**config.mk**
```make
export PLATFORM = sky130hd
export DESIGN_NAME = three_byte_command_frame_parser
export DESIGN_NICKNAME = d
export VERILOG_FILES = /design/src/sv/tbcfp_pkg.sv /design/src/sv/tbcfp_front.sv /design/src/sv/tbcfp_queue.sv /design/src/sv/tbcfp_back.sv /design/src/sv/three_byte_command_frame_parser.sv
export SDC_FILE = /design/constraint.sdc
export NUM_CORES = 1
export LEC_CHECK = 0
export BUFFER_PORTS_ARGS = -buffer_cell sky130_fd_sc_hd__buf_2
export CORE_UTILIZATION = 60
export DETAILED_ROUTE_END_ITERATION = 8
export PLACE_DENSITY = 0.85
export RECOVER_POWER = 25
export SLEW_MARGIN = 20
export SYNTH_ARGS = -nofsm -noshare
export SYNTH_HDL_FRONTEND = slang
export SYNTH_SLANG_ARGS = --single-unit
```
**constraint.sdc**
```tcl
create_clock -name clk_i -period 5.58 [get_ports clk_i]
set_input_delay 0.837 -clock clk_i [delete_from_list [all_inputs] [get_ports clk_i]]
set_output_delay 0.837 -clock clk_i [all_outputs]
set_load 0.05 [all_outputs]
```
**src/sv/tbcfp_pkg.sv**
```systemverilog
// Package with the command codes, power state codes and frame types of the frame parser.
`timescale 1ns / 1ps
`default_nettype none
package tbcfp_pkg;

  localparam logic [7:0] CMD_X_Y_IDLE = 8'h10;
  localparam logic [7:0] CMD_X_Y      = 8'h11;
  localparam logic [7:0] CMD_X_Y_CLR  = 8'h12;
  localparam logic [7:0] CMD_R_Z_ON   = 8'h20;
  localparam logic [7:0] CMD_R_Z      = 8'h21;
  localparam logic [7:0] CMD_R_Z_CLR  = 8'h22;
  localparam logic [7:0] CMD_OFF      = 8'h44;

  localparam logic [1:0] PS_OFF  = 2'd0;
  localparam logic [1:0] PS_IDLE = 2'd1;
  localparam logic [1:0] PS_ON   = 2'd2;

  localparam int unsigned QUEUE_DEPTH = 2;

  typedef enum logic [2:0] {
    OP_REQ_OFF,
    OP_REQ_IDLE,
    OP_REQ_ON,
    OP_LOAD_XY,
    OP_LOAD_RZ,
    OP_CLR_XY,
    OP_CLR_RZ
  } tbcfp_op_e;

  typedef struct packed {
    tbcfp_op_e  op;
    logic [7:0] d1;
    logic [7:0] d2;
  } tbcfp_frame_t;

endpackage
`default_nettype wire

```
**src/sv/tbcfp_front.sv**
```systemverilog
// Front end: assembles three-byte frames and classifies each finished frame.
`timescale 1ns / 1ps
`default_nettype none
module tbcfp_front (
  input  wire logic                clk_i,
  input  wire logic                rst_ni,
  input  wire logic                in_valid_i,
  output logic                     in_stall_o,
  input  wire logic [7:0]          rx_byte_i,
  input  wire logic [1:0]          current_power_state_i,
  input  wire logic                q_full_i,
  output logic                     push_o,
  output tbcfp_pkg::tbcfp_frame_t  frame_o
);
  import tbcfp_pkg::*;

  localparam logic [1:0] CNT_START = 2'd0;
  localparam logic [1:0] CNT_ONE   = 2'd1;
  localparam logic [1:0] CNT_TWO   = 2'd2;

  logic [1:0] count_q, count_d;
  logic [7:0] cmd_q, cmd_d;
  logic [7:0] d1_q, d1_d;
  logic       accept;
  logic       frame_last;
  logic       known;
  tbcfp_op_e  op;

  assign frame_last = (count_q == CNT_TWO);
  assign in_stall_o = frame_last && q_full_i;
  assign accept     = in_valid_i && !in_stall_o;
  assign push_o     = accept && frame_last;
  assign known      = rx_byte_i inside {CMD_X_Y_IDLE, CMD_X_Y, CMD_X_Y_CLR, CMD_R_Z_ON,
                                        CMD_R_Z, CMD_R_Z_CLR, CMD_OFF};

  always_comb begin
    case (cmd_q)
      CMD_X_Y_IDLE: op = (current_power_state_i == PS_OFF) ? OP_REQ_IDLE : OP_LOAD_XY;
      CMD_X_Y:      op = OP_LOAD_XY;
      CMD_X_Y_CLR:  op = OP_CLR_XY;
      CMD_R_Z_ON:   op = (current_power_state_i == PS_IDLE) ? OP_REQ_ON : OP_LOAD_RZ;
      CMD_R_Z:      op = OP_LOAD_RZ;
      CMD_R_Z_CLR:  op = OP_CLR_RZ;
      default:      op = OP_REQ_OFF;
    endcase
  end

  assign frame_o = '{op: op, d1: d1_q, d2: rx_byte_i};

  always_comb begin
    count_d = count_q;
    cmd_d   = cmd_q;
    d1_d    = d1_q;
    if (accept) begin
      case (count_q)
        CNT_ONE: begin
          d1_d    = rx_byte_i;
          count_d = CNT_TWO;
        end
        CNT_TWO: begin
          count_d = CNT_START;
        end
        default: begin
          if (known) begin
            cmd_d   = rx_byte_i;
            count_d = CNT_ONE;
          end else begin
            count_d = CNT_START;
          end
        end
      endcase
    end
  end

  always_ff @(posedge clk_i or negedge rst_ni) begin
    if (!rst_ni) begin
      count_q <= CNT_START;
      cmd_q   <= '0;
      d1_q    <= '0;
    end else begin
      count_q <= count_d;
      cmd_q   <= cmd_d;
      d1_q    <= d1_d;
    end
  end

  a_count_range: assert property (@(posedge clk_i) disable iff (!rst_ni)
    count_q != 2'd3) else $error("Frame byte count left its range.");

  a_push_only_at_end: assert property (@(posedge clk_i) disable iff (!rst_ni)
    push_o |=> count_q == CNT_START) else $error("A frame was pushed mid-frame.");

  a_cmd_known: assert property (@(posedge clk_i) disable iff (!rst_ni)
    count_q != CNT_START |-> (cmd_q == CMD_X_Y_IDLE || cmd_q == CMD_X_Y ||
    cmd_q == CMD_X_Y_CLR || cmd_q == CMD_R_Z_ON || cmd_q == CMD_R_Z ||
    cmd_q == CMD_R_Z_CLR || cmd_q == CMD_OFF))
    else $error("A frame started with an unknown command.");

endmodule
`default_nettype wire

```
**src/sv/tbcfp_queue.sv**
```systemverilog
// Small queue of classified frames between the front end and the back end.
`timescale 1ns / 1ps
`default_nettype none
module tbcfp_queue #(
  parameter int unsigned Depth = tbcfp_pkg::QUEUE_DEPTH
) (
  input  wire logic                     clk_i,
  input  wire logic                     rst_ni,
  input  wire logic                     push_i,
  input  wire tbcfp_pkg::tbcfp_frame_t  data_i,
  output logic                          full_o,
  input  wire logic                     pop_i,
  output logic                          valid_o,
  output tbcfp_pkg::tbcfp_frame_t       data_o
);
  import tbcfp_pkg::*;

  localparam int unsigned PtrW = $clog2(Depth);
  localparam int unsigned CntW = $clog2(Depth + 1);
  localparam logic [PtrW-1:0] PtrLast = PtrW'(Depth - 1);
  localparam logic [CntW-1:0] CntFull = CntW'(Depth);

  tbcfp_frame_t    mem_q [Depth];
  logic [PtrW-1:0] wr_ptr_q, rd_ptr_q;
  logic [CntW-1:0] count_q;
  logic            do_push, do_pop;

  assign full_o  = (count_q == CntFull);
  assign valid_o = (count_q != '0);
  assign data_o  = mem_q[rd_ptr_q];
  assign do_push = push_i && !full_o;
  assign do_pop  = pop_i && valid_o;

  always_ff @(posedge clk_i) begin
    if (do_push) begin
      mem_q[wr_ptr_q] <= data_i;
    end
  end

  always_ff @(posedge clk_i or negedge rst_ni) begin
    if (!rst_ni) begin
      wr_ptr_q <= '0;
      rd_ptr_q <= '0;
      count_q  <= '0;
    end else begin
      if (do_push) begin
        wr_ptr_q <= (wr_ptr_q == PtrLast) ? '0 : wr_ptr_q + 1'b1;
      end
      if (do_pop) begin
        rd_ptr_q <= (rd_ptr_q == PtrLast) ? '0 : rd_ptr_q + 1'b1;
      end
      if (do_push && !do_pop) begin
        count_q <= count_q + 1'b1;
      end else if (do_pop && !do_push) begin
        count_q <= count_q - 1'b1;
      end
    end
  end

  a_count_bound: assert property (@(posedge clk_i) disable iff (!rst_ni)
    count_q <= CntFull) else $error("Queue count exceeds its depth.");

  a_push_grows: assert property (@(posedge clk_i) disable iff (!rst_ni)
    do_push && !do_pop |=> count_q == $past(count_q) + 1'b1)
    else $error("Queue count did not grow on a push.");

  a_no_push_full: assert property (@(posedge clk_i) disable iff (!rst_ni)
    push_i |-> !full_o) else $error("Item pushed into a full queue.");

endmodule
`default_nettype wire

```
**src/sv/tbcfp_back.sv**
```systemverilog
// Back end: carries out classified frames on the held axis values and drives the result register.
`timescale 1ns / 1ps
`default_nettype none
module tbcfp_back (
  input  wire logic                     clk_i,
  input  wire logic                     rst_ni,
  input  wire logic                     q_valid_i,
  input  wire tbcfp_pkg::tbcfp_frame_t  q_data_i,
  output logic                          pop_o,
  output logic                          out_valid_o,
  input  wire logic                     out_stall_i,
  output logic                          request_valid_o,
  output logic [1:0]                    requested_state_o,
  output logic signed [7:0]             x_value_o,
  output logic signed [7:0]             y_value_o,
  output logic signed [7:0]             z_value_o,
  output logic signed [7:0]             rotation_value_o
);
  import tbcfp_pkg::*;

  logic [7:0] x_q, x_d, y_q, y_d, z_q, z_d, rot_q, rot_d;
  logic       req_valid;
  logic [1:0] req_state;
  logic       out_valid_q;
  logic       res_req_q;
  logic [1:0] res_state_q;
  logic [7:0] res_x_q, res_y_q, res_z_q, res_rot_q;

  assign pop_o = q_valid_i && (!out_valid_q || !out_stall_i);

  always_comb begin
    x_d       = x_q;
    y_d       = y_q;
    z_d       = z_q;
    rot_d     = rot_q;
    req_valid = 1'b0;
    req_state = PS_OFF;
    case (q_data_i.op)
      OP_REQ_OFF: begin
        req_valid = 1'b1;
        req_state = PS_OFF;
      end
      OP_REQ_IDLE: begin
        req_valid = 1'b1;
        req_state = PS_IDLE;
      end
      OP_REQ_ON: begin
        req_valid = 1'b1;
        req_state = PS_ON;
      end
      OP_LOAD_XY: begin
        x_d = q_data_i.d1;
        y_d = q_data_i.d2;
      end
      OP_LOAD_RZ: begin
        rot_d = q_data_i.d1;
        z_d   = q_data_i.d2;
      end
      OP_CLR_XY: begin
        x_d = '0;
        y_d = '0;
      end
      OP_CLR_RZ: begin
        z_d   = '0;
        rot_d = '0;
      end
      default: begin
      end
    endcase
  end

  always_ff @(posedge clk_i or negedge rst_ni) begin
    if (!rst_ni) begin
      x_q         <= '0;
      y_q         <= '0;
      z_q         <= '0;
      rot_q       <= '0;
      out_valid_q <= 1'b0;
    end else begin
      if (pop_o) begin
        x_q         <= x_d;
        y_q         <= y_d;
        z_q         <= z_d;
        rot_q       <= rot_d;
        out_valid_q <= 1'b1;
      end else if (!out_stall_i) begin
        out_valid_q <= 1'b0;
      end
    end
  end

  always_ff @(posedge clk_i) begin
    if (pop_o) begin
      res_req_q   <= req_valid;
      res_state_q <= req_state;
      res_x_q     <= x_d;
      res_y_q     <= y_d;
      res_z_q     <= z_d;
      res_rot_q   <= rot_d;
    end
  end

  assign out_valid_o       = out_valid_q;
  assign request_valid_o   = res_req_q;
  assign requested_state_o = res_state_q;
  assign x_value_o         = signed'(res_x_q);
  assign y_value_o         = signed'(res_y_q);
  assign z_value_o         = signed'(res_z_q);
  assign rotation_value_o  = signed'(res_rot_q);

  a_state_zero_without_request: assert property (@(posedge clk_i) disable iff (!rst_ni)
    out_valid_q && !res_req_q |-> res_state_q == PS_OFF)
    else $error("Requested state is set without a request.");

  a_request_keeps_holds: assert property (@(posedge clk_i) disable iff (!rst_ni)
    pop_o && req_valid |=> x_q == $past(x_q) && z_q == $past(z_q))
    else $error("A power request changed the held values.");

  a_result_matches_holds: assert property (@(posedge clk_i) disable iff (!rst_ni)
    pop_o |=> res_x_q == x_q && res_rot_q == rot_q)
    else $error("Result register disagrees with the held values.");

endmodule
`default_nettype wire

```
**src/sv/three_byte_command_frame_parser.sv**
```systemverilog
// A frame is pushed into the frame queue when its third byte is accepted, then popped into the result register.
// Throughput: one byte per cycle while in_stall_o is low; one result per three bytes, set by the frame assembler.
// A two-entry frame queue lets the front take bytes while the result register is stalled.
// Reset is asynchronous and active low; it clears the frame count and all held axis values.
// Output payload registers are not reset; they are loaded with each result.
`timescale 1ns / 1ps
`default_nettype none
module three_byte_command_frame_parser #(
  parameter int unsigned QueueDepth = tbcfp_pkg::QUEUE_DEPTH
) (
  input  wire logic        clk_i,
  input  wire logic        rst_ni,
  input  wire logic        in_valid_i,
  output logic             in_stall_o,
  input  wire logic [7:0]  rx_byte_i,
  input  wire logic [1:0]  current_power_state_i,
  output logic             out_valid_o,
  input  wire logic        out_stall_i,
  output logic             request_valid_o,
  output logic [1:0]       requested_state_o,
  output logic signed [7:0] x_value_o,
  output logic signed [7:0] y_value_o,
  output logic signed [7:0] z_value_o,
  output logic signed [7:0] rotation_value_o
);
  import tbcfp_pkg::*;

  tbcfp_frame_t push_frame, pop_frame;
  logic         push, q_full, q_valid, pop;

  tbcfp_front u_front (
    .clk_i                 (clk_i),
    .rst_ni                (rst_ni),
    .in_valid_i            (in_valid_i),
    .in_stall_o            (in_stall_o),
    .rx_byte_i             (rx_byte_i),
    .current_power_state_i (current_power_state_i),
    .q_full_i              (q_full),
    .push_o                (push),
    .frame_o               (push_frame)
  );

  tbcfp_queue #(
    .Depth (QueueDepth)
  ) u_queue (
    .clk_i   (clk_i),
    .rst_ni  (rst_ni),
    .push_i  (push),
    .data_i  (push_frame),
    .full_o  (q_full),
    .pop_i   (pop),
    .valid_o (q_valid),
    .data_o  (pop_frame)
  );

  tbcfp_back u_back (
    .clk_i             (clk_i),
    .rst_ni            (rst_ni),
    .q_valid_i         (q_valid),
    .q_data_i          (pop_frame),
    .pop_o             (pop),
    .out_valid_o       (out_valid_o),
    .out_stall_i       (out_stall_i),
    .request_valid_o   (request_valid_o),
    .requested_state_o (requested_state_o),
    .x_value_o         (x_value_o),
    .y_value_o         (y_value_o),
    .z_value_o         (z_value_o),
    .rotation_value_o  (rotation_value_o)
  );

endmodule
`default_nettype wire

```
==> impl.org <==
** Status
- The run finished, with violations left.
- The checks that failed: DRC, capacitance limit, slew limit.

** Global route
- Global routing used about 30% of the available met1 tracks.
- Pin count of the biggest net entering global routing :: 56
- After global routing the overflow that remains totals 0.
- Global routing used 40.14% of the available met2 tracks.
- The via count of the first global-routing pass is around 3300.
- Antenna violations before repair :: 0
- met2 is the most crowded layer.
- Global routing used between 20 and 25% of the available tracks across all layers.
- Global routing consumed, on the met3 layer, 5.369% of the routing resources.
- First-pass GRT wire length :: between 15000 and 20000 um

** Detailed routing
- Via density per instance :: between 6 and 7
- Total Routed Length :: 10660 um
- Detailed-route wire length per cell :: ~19 um
- TritonRoute pass-1 iters :: 7
- DRC violation total after the first TritonRoute iteration :: about 190
- Total via count after detailed routing :: around 3300
- ANT nets after route :: 0
- In the routed design, unresolved DRC markers number 6.

** Logic synthesis
- Post-synthesis cell count :: ~370
- In this run, synthesis inferred 73 flip-flops with an integrated enable.
- Synth area leader :: edfxtp_1
- edfxtp_1 is the most common cell in the netlist.
- Mapped Area :: 5570 um^2
- Ranking of synthesized cells by instance count :: edfxtp_1 (73), dfrtp_1 (55), mux2_2 (35), a22o_1 (32), nand2_1 (26)
- Syn_nets :: 390
- Sequential fraction of the synthesis area :: 64.06%
- In the synthesized netlist the async set-or-reset flop fraction comes to 42.97%.
- Ranking of synthesized cells by area :: edfxtp_1 (39%), dfrtp_1 (25%), mux2_2 (7.1%)
- Share of the synthesized area in the top cell type :: 39.35%
- Among all flip-flop cells after synthesis, the most frequent one is edfxtp_1.
- YS warnings :: 0
- The synthesized netlist contains 42 unique library cells.
- In this run, synthesis produced a sequential element count of 128.
- A synthesized cell averages roughly 15 um^2.

** Setup path
- Counting cells, the worst reg-to-reg path comes to 4.
- Of all nets on the critical path, the largest fanout is 55.
- On the worst path, the slowest cell contributes a delay of between 2000 and 2500 ps.
- The setup path with the least slack is of type in -> async.
- On the critical path the largest part of the delay comes from buffers and inverters.
- CP arrival :: 3180 ps
- The critical path contains buffers and inverters numbering 2 combined.
- Worst setup endpoint :: u_front.d1_q[7]
- Setup slack of the worst register-to-register path :: approximately 2900 ps
- Crit-path slowest cell :: clkbuf_1
- STA classifies the critical path endpoint as an async pin.
- STA puts the critical path data required time at about 5500 ps.
- Crit path from :: rst_ni
- Crit start category :: input pin
- The worst register-to-register path begins at u_queue.rd_ptr_q.
- Count of cell instances traversed by the critical path :: 2
- Cell-by-cell trace of the critical path :: buf_2, clkbuf_1
- The endpoint identified for the worst register-to-register timing path is u_back.x_value_o[1].

** Finish
- From synthesis to final layout, the design area changed by 15.07%.
- Of the cells placed in the final design, the portion with a size suffix greater than 1 is 32.28%.
- Final antenna diode count :: 0
- Final net count :: ~450

** Floorplanning
- The total area inside the core boundary comes to 8848 um^2.
- # rows :: 34
- During I/O placement, the number of pins put on the boundary was 51.
- The floorplan step set the die width to a little under 100 um.
- The floorplan step set the die height to 98.36 um.
- The die covers 9674 um^2.
- Once the floorplan was initialized, standard cells occupied roughly 63% of the core.

** Timing
- Setup repair after global routing missed its margin :: false
- Max Clk Rate :: approximately 0.31 GHz
- The count of final hold-check violations is 0.
- On the final layout, the worst clock skew is between 8 and 9 ps.
- After layout, the minimum clock period comes to between 3000 and 4000 ps.
- Worst-case headroom to the max-slew limit :: -111.8%
- Worst Hold Margin :: 463.8 ps
- Setup violations remaining at the end of the flow were counted as 0.
- At the pin with the least slew margin, the transition time is approximately 3200 ps.
- Final-report max-slew violation count :: 56
- Share of the clock period used by the worst path after layout :: approximately three fifths
- In the final timing run, aggregate negative setup slack is 0 ps.

** Clock tree
- Clk Latency, worst-skew pair :: slightly above 500 ps
- Clock Tree Root :: clkbuf_8
- In this run the number of H-tree levels came out at 4.
- In this run the post-CTS setup repair buffer count came out at 0.
- Clock tree synthesis found a total of approximately 130 sinks.
- Clock tree from TritonCTS :: yes
- The clock passes through at most 2 buffers.
- After clock tree synthesis, the repair step resized 0 gates.
- Number of buffers added to fix hold violations after cts :: 0
- Clock-pin slew was measured on the worst setup and hold paths at 60 ps.
- Number of CTS-inserted buffers :: 17

** Power
- Peak supply drop :: 313.1 uV
- In this run the power density over the cells is 633.7 nW/um^2.
- Summed over all cells, the static leakage comes to approximately 2.7 nW.

** Place
- DP Wirelength :: about 6600 um
- Total of buffers placed on input and output ports :: 50
- At the end of routability-driven placement, the weighted congestion stood at ~0.75.

** Hold path
- The min-delay analysis places its worst path in the category reg -> reg.

** Flow run
- Max-cap violations in this run came to 1.
[flip-flops by register name, summed over array words and instances (netlist names), 2 cells and up]
register,flops
u_back.y_value_o,8
u_back.z_q,8
u_queue.mem_q,38
u_back.z_value_o,8
u_back.rotation_value_o,8
u_front.d1_q,8
u_queue.count_q,2
u_back.y_q,8
u_back.x_value_o,8
u_front.count_q,2
u_back.requested_state_o,2
u_front.cmd_q,8
u_back.rot_q,8
u_back.x_q,8
[power by group]
group / leakage, nW / internal (W) / switching [W] / total [W]
Sequential: 1.38 / 0.00138 / 0.000156 / 0.00154
Combinational: 1.07 / 0.000511 / 0.000973 / 0.00148
Clock: 0.264 / 0.000645 / 0.000397 / 0.00104
[worst register-to-register path, cell delays in order, from the launching register on]
cell and delay [ps]:
dfrtp_1 320, buf_4 370, mux2i_4 970, o21ai_2 440
a22o_1 350
[how the worst min path moves through the flow]
stage,startpoint,to,slack (ps),cells past startpoint
floorplan,u_front.d1_q[2],u_queue.mem_q[0][10],440,0
global placement,u_front.d1_q[7],u_queue.mem_q[1][15],450,0
detailed placement,u_front.d1_q[0],u_queue.mem_q[1][8],450,0
CTS,u_front.d1_q[0],u_queue.mem_q[1][8],470,0
global route,u_front.d1_q[0],u_queue.mem_q[1][8],480,0
finish,u_front.d1_q[0],u_queue.mem_q[1][8],460,0
[metal layers]
metal	wire length, um	part of all wire [%]	up-vias
met1	4441	42	1638
met3	548	5.1	24
met2	5319	50	128
li1	-	-	1519
met5	0	0	-
met4	352	3.3	0
[logic make-up after synthesis]
| group | share of synthesized area [%] |
|---|---|
| AO/OA/AOI/OAI | 9.928 |
| XOR/XNOR | 0.9434 |
| AND/OR/NAND/NOR | 6.424 |
| flip-flops | 64.06 |
| buffers and inverters | 3.212 |
| adder cells (fa/ha/maj) | 0.8985 |
| multiplexers | 14.53 |
[layout by cell type (no fill, tap or decap), types with 3 or more instances in the layout]
cell type / instances
dfrtp_1: 55
mux2i_1: 16
mux2_2: 35
o21ai_1: 9
clkbuf_16: 16
a22o_1: 32
xor2_1: 4
a21oi_1: 4
mux2_4: 14
edfxtp_1: 73
nor2_1: 23
ha_1: 4
clkinvlp_4: 5
and2_1: 4
o21ai_2: 11
nor3_1: 3
o21ai_0: 15
buf_2: 42
clkbuf_1: 10
nand2_1: 26
inv_1: 6
[through the flow]
step	total power (W)	utilization (%)	instance area (um^2)	setup WS (ps)	cells
after floorplan	0.002750	-	5570	3139	372
after detailed placement	0.003016	65.99	5839	2971	518
final	0.004062	72.44	6410	2312	551
after global placement	0.002951	65.99	5839	3043	518
after CTS	0.004071	72.43	6409	2929	550
after global routing	0.004231	72.44	6410	1640	551
[cell type report]
| type | instances | area [um^2] |
|---|---|---|
| clock buffer | 19 | 431.7 |
| multi-input combinational | 222 | 1823 |
| clock inverter | 13 | 137.6 |
| timing repair buffer | 54 | 274.0 |
| fill | 555 | 2439 |
| inverter | 7 | 40.04 |
| sequential | 128 | 3568 |
| tap | 108 | 135.1 |
Note: power is estimated with default switching activity, not from simulation.
